--- src/design/tec_pkg.sv ---
package tec_pkg;

  // Length counter width and its saturation value.
  localparam int LEN_BITS = 20;
  localparam logic [LEN_BITS-1:0] LEN_MASK = {LEN_BITS{1'b1}};

  // Result codes.
  localparam logic [2:0] TYPE_ASCII   = 3'd0;
  localparam logic [2:0] TYPE_UTF8    = 3'd1;
  localparam logic [2:0] TYPE_UTF16LE = 3'd2;
  localparam logic [2:0] TYPE_UTF16BE = 3'd3;
  localparam logic [2:0] TYPE_BINARY  = 3'd4;

  // UTF-16 byte order, fixed by the first two bytes.
  localparam logic [1:0] MODE_LE   = 2'd0;
  localparam logic [1:0] MODE_BE   = 2'd1;
  localparam logic [1:0] MODE_NONE = 2'd2;

  // One request moving from the input register into the scanner.
  typedef struct packed {
    logic       vld;
    logic [7:0] data;
    logic       last;
    logic       empty;
  } step_t;

  typedef struct packed {
    logic [2:0] text_type;
    logic       too_long;
  } verdict_t;

  function automatic logic plain_text(input logic [7:0] b);
    plain_text = (b >= 8'h07 && b <= 8'h0A) || b == 8'h0C || b == 8'h0D ||
                 b == 8'h1B || (b >= 8'h20 && b <= 8'h7E) || b == 8'h85;
  endfunction

  function automatic logic never_text(input logic [7:0] b);
    never_text = (b < 8'h20 && !plain_text(b)) || b == 8'h7F;
  endfunction

endpackage

--- src/design/tec_scan.sv ---
module tec_scan (
  input  logic             clk,
  input  logic             rst_n,
  input  tec_pkg::step_t   step,
  output tec_pkg::verdict_t verdict
);

  logic                         ascii_r, ascii_nxt;
  logic                         u8_alive_r, u8_alive_nxt;
  logic [2:0]                   u8_pend_r, u8_pend_nxt;
  logic                         u8_seen_r, u8_seen_nxt;
  logic [tec_pkg::LEN_BITS-1:0] count_r, count_nxt;
  logic [7:0]                   held_r, held_nxt;
  logic [1:0]                   mode_r, mode_nxt;
  logic                         u16_alive_r, u16_alive_nxt;
  logic [tec_pkg::LEN_BITS-1:0] bad_r, bad_nxt;
  logic                         ovf_r, ovf_nxt;

  logic       take;
  logic       close;
  logic [7:0] b;
  logic [7:0] unit_hi;
  logic [7:0] unit_lo;

  assign b     = step.data;
  assign take  = step.vld && !step.empty;
  assign close = step.vld && (step.empty || step.last);

  always_comb begin
    ascii_nxt     = ascii_r;
    u8_alive_nxt  = u8_alive_r;
    u8_pend_nxt   = u8_pend_r;
    u8_seen_nxt   = u8_seen_r;
    count_nxt     = count_r;
    held_nxt      = held_r;
    mode_nxt      = mode_r;
    u16_alive_nxt = u16_alive_r;
    bad_nxt       = bad_r;
    ovf_nxt       = ovf_r;
    if (mode_r == tec_pkg::MODE_LE) begin
      unit_hi = b;
      unit_lo = held_r;
    end else begin
      unit_hi = held_r;
      unit_lo = b;
    end

    if (take && !ovf_r) begin
      if (count_r == tec_pkg::LEN_MASK) begin
        ovf_nxt = 1'b1;
      end else begin
        if (tec_pkg::never_text(b)) begin
          ascii_nxt = 1'b0;
        end

        if (u8_alive_r) begin
          priority if (u8_pend_r != 3'd0) begin
            if (b[7:6] == 2'b10) begin
              u8_pend_nxt = u8_pend_r - 3'd1;
              if (u8_pend_r == 3'd1) begin
                u8_seen_nxt = 1'b1;
              end
            end else begin
              u8_alive_nxt = 1'b0;
            end
          end else if (!b[7]) begin
            if (!tec_pkg::plain_text(b)) begin
              u8_alive_nxt = 1'b0;
            end
          end else if (!b[6]) begin
            u8_alive_nxt = 1'b0;
          end else if (!b[5]) begin
            u8_pend_nxt = 3'd1;
          end else if (!b[4]) begin
            u8_pend_nxt = 3'd2;
          end else if (!b[3]) begin
            u8_pend_nxt = 3'd3;
          end else if (!b[2]) begin
            u8_pend_nxt = 3'd4;
          end else if (!b[1]) begin
            u8_pend_nxt = 3'd5;
          end else begin
            u8_alive_nxt = 1'b0;
          end
        end

        // Byte-order mark check on the second byte, code units after that.
        if (count_r == tec_pkg::LEN_BITS'(1)) begin
          priority if (held_r == 8'hFF && b == 8'hFE) begin
            mode_nxt = tec_pkg::MODE_LE;
          end else if (held_r == 8'hFE && b == 8'hFF) begin
            mode_nxt = tec_pkg::MODE_BE;
          end else begin
            mode_nxt = tec_pkg::MODE_NONE;
          end
        end else if (count_r[0] && u16_alive_r) begin
          if (unit_hi == 8'hFF && unit_lo == 8'hFE) begin
            u16_alive_nxt = 1'b0;
          end else if (unit_hi == 8'h00 && !unit_lo[7] && !tec_pkg::plain_text(unit_lo)) begin
            if (mode_r == tec_pkg::MODE_NONE) begin
              u16_alive_nxt = 1'b0;
            end else if (bad_r != tec_pkg::LEN_MASK) begin
              bad_nxt = bad_r + tec_pkg::LEN_BITS'(1);
            end
          end
        end

        held_nxt  = b;
        count_nxt = count_r + tec_pkg::LEN_BITS'(1);
      end
    end
  end

  // Verdict on the state including the closing byte.
  always_comb begin
    verdict.too_long = 1'b0;
    priority if (ovf_nxt) begin
      verdict.text_type = tec_pkg::TYPE_BINARY;
      verdict.too_long  = 1'b1;
    end else if (ascii_nxt) begin
      verdict.text_type = tec_pkg::TYPE_ASCII;
    end else if (u8_alive_nxt && u8_seen_nxt) begin
      verdict.text_type = tec_pkg::TYPE_UTF8;
    end else if (count_nxt >= tec_pkg::LEN_BITS'(2) && u16_alive_nxt &&
                 (mode_nxt == tec_pkg::MODE_NONE || bad_nxt < (count_nxt >> 1))) begin
      verdict.text_type = (mode_nxt == tec_pkg::MODE_LE) ? tec_pkg::TYPE_UTF16LE
                                                         : tec_pkg::TYPE_UTF16BE;
    end else begin
      verdict.text_type = tec_pkg::TYPE_BINARY;
    end
  end

  always_ff @(posedge clk) begin
    if (!rst_n || close) begin
      ascii_r     <= 1'b1;
      u8_alive_r  <= 1'b1;
      u8_pend_r   <= 3'd0;
      u8_seen_r   <= 1'b0;
      count_r     <= '0;
      held_r      <= 8'h00;
      mode_r      <= tec_pkg::MODE_LE;
      u16_alive_r <= 1'b1;
      bad_r       <= '0;
      ovf_r       <= 1'b0;
    end else begin
      ascii_r     <= ascii_nxt;
      u8_alive_r  <= u8_alive_nxt;
      u8_pend_r   <= u8_pend_nxt;
      u8_seen_r   <= u8_seen_nxt;
      count_r     <= count_nxt;
      held_r      <= held_nxt;
      mode_r      <= mode_nxt;
      u16_alive_r <= u16_alive_nxt;
      bad_r       <= bad_nxt;
      ovf_r       <= ovf_nxt;
    end
  end

endmodule

--- src/design/text_encoding_classifier.sv ---
// Text encoding classifier.
// A buffer streams in on the in_ channel, one byte per request. in_last_byte
// marks the final byte; in_empty_buffer closes the buffer without adding the
// byte (alone it reports an empty buffer as ASCII). Exactly one request leaves
// on the out_ channel per closed buffer: out_text_type (0 ASCII, 1 UTF-8,
// 2 UTF-16 LE, 3 UTF-16 BE, 4 binary) and out_too_long, set when the buffer ran
// past the 20-bit length counter (type is then binary).
// Throughput: one byte per cycle, whatever the buffer lengths, unless a closing byte waits on out_stall.
// A closing request goes through the input register, then the result register, to out_valid.
// Datapath: input register -> scanner flags/counters plus verdict logic ->
// result register; the verdict compare of the mismatch count against half the
// length is the longest path.
// Stall: a valid result in the result register holds while out_stall is high. Bytes that do not
// close a buffer keep flowing; a closing byte waits in the input register, and
// in_stall rises only then.
// Reset (synchronous, rst_n low): both registers empty, scanner state back to
// a fresh buffer.
module text_encoding_classifier (
  input  logic       clk,
  input  logic       rst_n,
  input  logic       in_valid,
  output logic       in_stall,
  input  logic [7:0] in_data_byte,
  input  logic       in_last_byte,
  input  logic       in_empty_buffer,
  output logic       out_valid,
  input  logic       out_stall,
  output logic [2:0] out_text_type,
  output logic       out_too_long
);

  // input register
  logic       s1_valid_r;
  logic [7:0] s1_data_r;
  logic       s1_last_r;
  logic       s1_empty_r;

  // result register
  logic       out_valid_r;
  logic [2:0] out_type_r;
  logic       out_long_r;

  logic              out_free;
  logic              s1_closes;
  logic              s1_move;
  logic              in_take;
  tec_pkg::step_t    step;
  tec_pkg::verdict_t verdict;

  assign out_free  = !out_valid_r || !out_stall;
  assign s1_closes = s1_last_r || s1_empty_r;
  // Non-closing bytes never wait on the result side.
  assign s1_move   = s1_valid_r && (!s1_closes || out_free);
  assign in_stall  = s1_valid_r && !s1_move;
  assign in_take   = in_valid && !in_stall;

  assign step.vld   = s1_move;
  assign step.data  = s1_data_r;
  assign step.last  = s1_last_r;
  assign step.empty = s1_empty_r;

  tec_scan u_scan (
    .clk     (clk),
    .rst_n   (rst_n),
    .step    (step),
    .verdict (verdict)
  );

  always_ff @(posedge clk) begin
    if (!rst_n) begin
      s1_valid_r <= 1'b0;
    end else if (in_take) begin
      s1_valid_r <= 1'b1;
    end else if (s1_move) begin
      s1_valid_r <= 1'b0;
    end
  end

  always_ff @(posedge clk) begin
    if (in_take) begin
      s1_data_r  <= in_data_byte;
      s1_last_r  <= in_last_byte;
      s1_empty_r <= in_empty_buffer;
    end
  end

  always_ff @(posedge clk) begin
    if (!rst_n) begin
      out_valid_r <= 1'b0;
    end else if (s1_move && s1_closes) begin
      out_valid_r <= 1'b1;
    end else if (!out_stall) begin
      out_valid_r <= 1'b0;
    end
  end

  always_ff @(posedge clk) begin
    if (s1_move && s1_closes) begin
      out_type_r <= verdict.text_type;
      out_long_r <= verdict.too_long;
    end
  end

  assign out_valid     = out_valid_r;
  assign out_text_type = out_type_r;
  assign out_too_long  = out_long_r;

  // A held-back request is always a closing one blocked by a stalled result.
  a_stall_cause: assert property (@(posedge clk) disable iff (!rst_n)
    in_stall |-> (s1_valid_r && s1_closes && out_valid_r && out_stall))
    else $error("input stalled without a blocked result");

  // Every closing request that moves produces a result next cycle.
  a_close_result: assert property (@(posedge clk) disable iff (!rst_n)
    (s1_move && s1_closes) |=> out_valid_r)
    else $error("closing request lost its result");

  // An overlong buffer is always reported as binary.
  a_long_binary: assert property (@(posedge clk) disable iff (!rst_n)
    (out_valid_r && out_long_r) |-> (out_type_r == tec_pkg::TYPE_BINARY))
    else $error("too_long without binary type");

  // A result that was waiting is not overwritten by a new one.
  a_no_overwrite: assert property (@(posedge clk) disable iff (!rst_n)
    (out_valid_r && out_stall) |-> !(s1_move && s1_closes))
    else $error("result overwritten while stalled");

endmodule
--- config.mk ---
export PLATFORM = sky130hd
export DESIGN_NAME = text_encoding_classifier
export DESIGN_NICKNAME = d
export VERILOG_FILES = /design/src/design/tec_pkg.sv /design/src/design/tec_scan.sv /design/src/design/text_encoding_classifier.sv
export SDC_FILE = /design/constraint.sdc
export NUM_CORES = 1
export LEC_CHECK = 0
export ABC_AREA = 0
export BUFFER_PORTS_ARGS = -buffer_cell sky130_fd_sc_hd__buf_2
export CAP_MARGIN = 30
export CORE_MARGIN = 2
export CORE_UTILIZATION = 50
export DETAILED_ROUTE_END_ITERATION = 8
export GPL_TIMING_DRIVEN = 0
export PLACE_DENSITY = 0.73
export SLEW_MARGIN = 20
export SYNTH_ARGS = -nofsm -noshare
export SYNTH_HDL_FRONTEND = slang
export SYNTH_SLANG_ARGS = --single-unit
--- constraint.sdc ---
create_clock -name clk -period 11.8 [get_ports clk]
set_clock_uncertainty 0.2 [all_clocks]
set_input_delay 1.77 -clock clk [delete_from_list [all_inputs] [get_ports clk]]
set_output_delay 1.77 -clock clk [all_outputs]
set_load 0.01 [all_outputs]
==> results.sh, run 1 <==
export IMPL_hold_class="reg -> reg"
export IMPL_ys_flop_type="dfxtp_1"
export IMPL_pin_count=20
export IMPL_async_flop_share=0
export IMPL_post_route_drc_count=0
export IMPL_yosys_area_top_type="dfxtp_1"
export IMPL_viasPerCell=5.95
export IMPL_setup_viol=0
export IMPL_antenna_found_initial=0
export IMPL_synth_area_top_cells="dfxtp_1 27%, edfxtp_1 9.3%, ha_1 6.7%, nand2_1 4.4%, nor2_1 4.2%"
export IMPL_area_growth_pct=9.55
export IMPL_synth_edf_count=14
export IMPL_crit_fanout=10
export IMPL_ys_seq_elements=74
export IMPL_syn_area_um2=4510
export IMPL_maxCapViolations=0
export IMPL_place_congestion=0.846
export IMPL_rsz0062_at_grt="false"
export IMPL_cts_buffers=9
export IMPL_power_density_nw_per_um2=100
export IMPL_start_util=0.517
export IMPL_ys_warn_count=0
export IMPL_endpoint_kind="register"
export IMPL_post_route_period_util=0.523
export IMPL_finalCriticalPeriod_ns=6.17
export IMPL_arrival_ns=6.06
export IMPL_drt_iter0_drc=187
export IMPL_drt_pass1_iter_count=4
export IMPL_path_common_cell="nand3_1"
export IMPL_cts_setup_buffers=0
export IMPL_ant_nets=0
export IMPL_crit_chain="buf_2 -> nand3_1 -> nand3_1 -> a21oi_2 -> nand3_1 -> nor3_2 -> and3_1 -> nand4_1 -> xnor2_1 -> ha_1 -> a21o_1 -> a211oi_1 -> o21ai_0 -> a21oi_1 -> nand3_1 -> mux2i_1 -> o31ai_1 -> a211oi_1 -> o21ai_1"
export IMPL_die_area_um2=9790
export IMPL_tritoncts="yes"
export IMPL_slew_viol_final=0
export IMPL_status="completed"
export IMPL_n_antenna_cell=0
export IMPL_io_buffers=19
export IMPL_critPathMaxStageDelay_ns=0.44
export IMPL_finalNonFillerCells=671
export IMPL_synth_commonest_cells="60 x dfxtp_1, 53 x nand2_1, 51 x nor2_1, 29 x nand3_1"
export IMPL_max_freq_mhz=162
export IMPL_synth_seq_area_share=0.360
export IMPL_critPathBufInv=1
export IMPL_grt_overflow=0
export IMPL_cp_required_ns=11.69
export IMPL_cts_resized=0
export IMPL_slowest_stage="a21oi_2"
export IMPL_cp_top_family="compound AO/OA/AOI/OAI gates"
export IMPL_fin_area_um2=4940
export IMPL_cts_sinks=74
export IMPL_syn_inst=528
export IMPL_synth_most_common_cell="dfxtp_1"
export IMPL_relSlewSlack=0.357
export IMPL_synth_cell_type_count=66
export IMPL_start_kind="input port"
export IMPL_core_um2=8720
export IMPL_cts_buffer_depth=2
export IMPL_ir_worst_vdd_uv=66.7
export IMPL_syn_nets=566
export IMPL_die_h_um=98.9
export IMPL_htree_levels=3
export IMPL_placedCellCount=655
export IMPL_drive_above_1_share=0.117
export IMPL_grt_pass1_wl_um=18400
export IMPL_wl_per_cell_um=16.5
export IMPL_cts_hold_buffers=0
export IMPL_leakage_nw=1.88
export IMPL_p_total_mw=0.495
export IMPL_dpl_cell_area_um2=4740
export IMPL_clock_latency_ns=0.35
export IMPL_dpl_hpwl_um=8350
export IMPL_fin_tns_setup_ns=0
export IMPL_grt_max_degree=15
export IMPL_worst_slew_pin_slew_ns=0.963
export IMPL_fp_dieW_um=98.9
export IMPL_hold_violations=0
export IMPL_std_cell_rows=34
export IMPL_root_buffer="clkbuf_8"
export IMPL_yosysTopAreaCellShare=0.267
export IMPL_grt_util_all_layers=0.234
export IMPL_hold_slack_ns=0.282
export IMPL_synth_avg_cell_area_um2=8.54
export IMPL_critPathKind="in -> reg"
export IMPL_clkSlewWorstSetupHoldPaths_ns=0.08
export IMPL_grt_pass1_vias=3834
export IMPL_num_vias=3992
export IMPL_fin_nets=596
export IMPL_fillers=800
export IMPL_wl_um=11000
where the power goes:
| group | leakage [nW] | internal (mW) | switching, mW | total (mW) |
|---|---|---|---|---|
| combinational | 1.17 | 0.00930 | 0.0191 | 0.0285 |
| clock | 0.0914 | 0.0990 | 0.103 | 0.202 |
| sequential | 0.619 | 0.261 | 0.00359 | 0.265 |
registers in the layout, indices dropped and copies added (netlist names):
name                count
u_scan.u16_alive_r      1
u_scan.bad_r           20
s1_last_r               1
s1_data_r               8
u_scan.mode_r           2
u_scan.ovf_r            1
u_scan.u8_seen_r        1
u_scan.count_r         20
s1_empty_r              1
out_too_long            1
out_text_type           3
u_scan.ascii_r          1
out_valid               1
u_scan.u8_pend_r        3
u_scan.u8_alive_r       1
s1_valid_r              1
u_scan.held_r           8
routing by layer:
metal	track usage	part of all wire	vias up
met5	0	0	-
met4	0.102	0.024	0
met3	0.0305	0.037	16
met2	0.395	0.49	111
met1	0.299	0.45	1869
li1	-	-	1996
placed cells by master (no fill, tap or decap), types with 3 or more instances in the layout:
cell type / instances
a211oi_1: 6
a21o_1: 6
a21oi_1: 23
and2_1: 6
and3_1: 15
and4_1: 5
buf_2: 25
clkbuf_1: 14
clkbuf_8: 9
clkinvlp_4: 3
dfxtp_1: 60
edfxtp_1: 14
ha_1: 24
inv_1: 11
mux2_2: 5
mux2i_1: 7
nand2_1: 53
nand2b_1: 12
nand3_1: 29
nand4_1: 24
nand4_2: 4
nor2_1: 51
nor2b_1: 19
nor3_1: 15
nor4_1: 17
o211ai_1: 4
o21ai_0: 12
or2_2: 4
xnor2_1: 21
xor2_1: 10
tightest hold or removal path, delay by kind of cell, from the launching register on:
family / cells / cell delay [ns]
flip-flops: 1 / 0.32
AND/OR/NAND/NOR: 1 / 0.07
AO/OA/AOI/OAI: 1 / 0.05
cells by family (layout without fill, tap and decap cells):
group                      after synthesis  count (layout)  synth area share
adders and majority gates               24              24            0.0666
xor gates and xnor gates                31              31            0.0602
DFF                                     74              74             0.360
muxes                                   13              13            0.0314
AOI/OAI and AO/OA                       76              76             0.112
and+or+nand+nor                        275             275             0.337
buffers and inverters                   35              70            0.0325
through the flow:
| step | setup WS (ns) | utilization |
|---|---|---|
| 2_1_floorplan | 6.40 | - |
| 3_3_place_gp | 5.48 | 0.543 |
| 3_5_place_dp | 5.44 | 0.543 |
| 4_1_cts | 5.78 | 0.566 |
| 5_1_grt | 5.32 | 0.566 |
| 6_report | 5.63 | 0.566 |
area by class of cell:
type                    instances  area (um2)  share of cell area
multi-input cells             419        2740               0.555
flip-flops and latches         74        1620               0.328
well taps                     108         135              0.0274
clock buffers                   9         124              0.0251
plain buffers                  24         105              0.0213
repair buffers                 19        95.1              0.0193
clock inverters                 7        76.3              0.0155
inverters                      11        41.3             0.00836
path summary, 6_finish.rpt:
path                                        from                to  slack (ns)  depth (start not counted)
worst min register to register  u_scan.u8_seen_r  u_scan.u8_seen_r        0.28                          2
worst min-delay path            u_scan.u8_seen_r  u_scan.u8_seen_r        0.28                          2
worst max-delay path                   out_stall  out_text_type[2]        5.63                         19
worst max register to register  u_scan.mode_r[1]  out_text_type[2]        6.67                         20
Note: power is estimated with default switching activity, not from simulation.
==> inputs of run 2 (changes only) <==
Settings changed: PLACE_DENSITY 0.73 to 0.75.
Clock period 11.8 ns to 5.61 ns, I/O delays scaled along.
==> run 2 against run 1 <==
Routed wire length is 0.21% higher. Highest routed layer unchanged. Combinational power is 110% higher. Setup slack worse by 5.2 ns. Die area stayed put. Sequential power is 110% higher. First-iteration DRC count is 8.6% higher. Cell area is 0.33% lower.
==> results.sh, run 2 (same netlist as run 1, synthesis figures left out) <==
export IMPL_status="completed"
export IMPL_core_um2=8720
export IMPL_critPathBufInv=2
export IMPL_grt_util_all_layers=0.235
export IMPL_fin_tns_setup_ns=0
export IMPL_clkSlewWorstSetupHoldPaths_ns=0.09
export IMPL_wl_per_cell_um=16.5
export IMPL_drt_iter0_drc=203
export IMPL_drive_above_1_share=0.117
export IMPL_ant_nets=0
export IMPL_p_total_mw=1.00
export IMPL_reg2reg_depth=20
export IMPL_start_util=0.517
export IMPL_clock_latency_ns=0.36
export IMPL_setup_viol=0
export IMPL_ir_worst_vdd_uv=126
export IMPL_n_antenna_cell=0
export IMPL_cts_setup_buffers=0
export IMPL_largestRegisters="u_scan.bad_r: 20 flops, u_scan.count_r: 20 flops"
export IMPL_r2r_slack_ns=0.51
export IMPL_critPathKind="in -> reg"
export IMPL_pre_cts_slack_ns=0.0653
export IMPL_fillers=817
export IMPL_finalCriticalPeriod_ns=5.16
export IMPL_max_freq_mhz=194
export IMPL_drt_pass1_iter_count=5
export IMPL_grt_pass1_wl_um=18500
export IMPL_wl_met1_um=4840
export IMPL_met3WireLength_um=621
export IMPL_place_congestion=0.841
export IMPL_endpoint_kind="register"
export IMPL_final_cell_mix="60 x dfxtp_1, 53 x nand2_1, 51 x nor2_1, 29 x nand3_1, 25 x buf_2"
export IMPL_regArea_um2=1620
export IMPL_cp_required_ns=5.50
export IMPL_hold_violations=0
export IMPL_io_buffers=19
export IMPL_cts_sinks=74
export IMPL_reg2reg_from="u_scan.mode_r[1]"
export IMPL_post_route_period_util=0.920
export IMPL_power_density_nw_per_um2=204
export IMPL_area_growth_pct=9.19
export IMPL_crit_fanout=10
export IMPL_antenna_found_initial=0
export IMPL_pin_count=20
export IMPL_r2r_end="out_text_type[2]"
export IMPL_maxCapViolations=0
export IMPL_leakage_nw=1.87
export IMPL_std_cell_rows=34
export IMPL_fp_dieW_um=98.9
export IMPL_crit_chain="buf_2 -> nand3_1 -> nand3_1 -> a21oi_4 -> nand3_1 -> nor3_2 -> buf_4 -> and3_1 -> xor2_1 -> ha_1 -> a21oi_1 -> o21ai_0 -> a221o_1 -> a21oi_1 -> nand3_1 -> mux2i_1 -> o31ai_1 -> a211oi_1 -> o21ai_1"
export IMPL_num_vias=4042
export IMPL_endpoint="out_text_type[2]"
export IMPL_root_buffer="clkbuf_8"
export IMPL_path_common_cell="nand3_1"
export IMPL_relSlewSlack=0.432
export IMPL_start_kind="input port"
export IMPL_hold_slack_ns=0.264
export IMPL_viasPerCell=6.02
export IMPL_die_area_um2=9790
export IMPL_cp_top_family="compound AO/OA/AOI/OAI gates"
export IMPL_grt_max_degree=15
export IMPL_slowest_stage="a21oi_4"
export IMPL_final_common_cell="dfxtp_1"
export IMPL_cts_buffer_depth=2
export IMPL_htree_levels=3
export IMPL_hold_class="reg -> reg"
export IMPL_maxUsedRoutingLayer="met4"
export IMPL_grt_overflow=0
export IMPL_tritoncts="yes"
export IMPL_cp_num_cells=19
export IMPL_setup_ws_ns=0.446
export IMPL_post_route_drc_count=0
export IMPL_cts_buffers=9
export IMPL_critPathMaxStageDelay_ns=0.38
export IMPL_rsz0062_at_grt="false"
export IMPL_arrival_ns=5.05
export IMPL_utilization=0.564
export IMPL_cp_startpoint="out_stall"
export IMPL_die_h_um=98.9
export IMPL_dpl_hpwl_um=8340
export IMPL_slew_viol_final=0
export IMPL_grt_pass1_vias=3831
export IMPL_fin_nets=596
export IMPL_worst_slew_pin_slew_ns=0.850
export IMPL_routed_wl_met2_um=5350
export IMPL_multi_input_area_um2=2750
export IMPL_wl_um=11100
[run 2: cell count changes in the layout (fill, tap and decap cells not counted)]
cell / change
inv_6: +2
a21oi_4: +1
bufinv_16: -1
a21oi_2: -1
inv_8: -1
[run 2: layout make-up]
cell class	instances	area share
Buffer	24	0.0214
Clock buffer	9	0.0252
Clock inverter	7	0.0107
Inverter	11	0.00839
Multi-Input combinational cell	419	0.558
Sequential cell	74	0.330
Tap cell	108	0.0275
Timing Repair Buffer	19	0.0193
[run 2: layer usage]
layer	GRT usage	up-vias
met2	0.385	129
met1	0.305	1901
met3	0.0489	21
met4	0.0885	0
met5	0	-
li1	-	1991
[run 2: power by group]
group / internal [mW] / switching, mW / leakage [nW]
Combinational: 0.0197 / 0.0399 / 1.17
Clock: 0.163 / 0.221 / 0.0803
Sequential: 0.550 / 0.00730 / 0.619
[run 2: worst min-delay path, cell delays in order, from the launching register on]
cell	delay (ns)
dfxtp_1	0.32
a41oi_1	0.05
nor2_1	0.07
[run 2: through the flow]
step,cells,cell area (um2)
floorplan,528,4510
finish,671,4920
CTS,671,4910
global route,671,4920
detailed placement,655,4740
global placement,655,4740
[run 2: how the worst min path moves through the flow]
stage,startpoint,end,slack [ns],depth (start not counted)
floorplan,u_scan.u8_seen_r,u_scan.u8_seen_r,0.22,2
global placement,u_scan.u8_seen_r,u_scan.u8_seen_r,0.24,2
detailed placement,u_scan.u8_seen_r,u_scan.u8_seen_r,0.25,2
CTS,u_scan.u8_seen_r,u_scan.u8_seen_r,0.27,2
global route,u_scan.u8_seen_r,u_scan.u8_seen_r,0.31,2
finish,u_scan.u8_seen_r,u_scan.u8_seen_r,0.26,2
[run 2: timing repair]
item,4_1_cts,5_1_grt
endpoints found under the setup margin,0,1
hold endpoints to repair,0,0
hold buffers,0,0
resized for setup,0,1
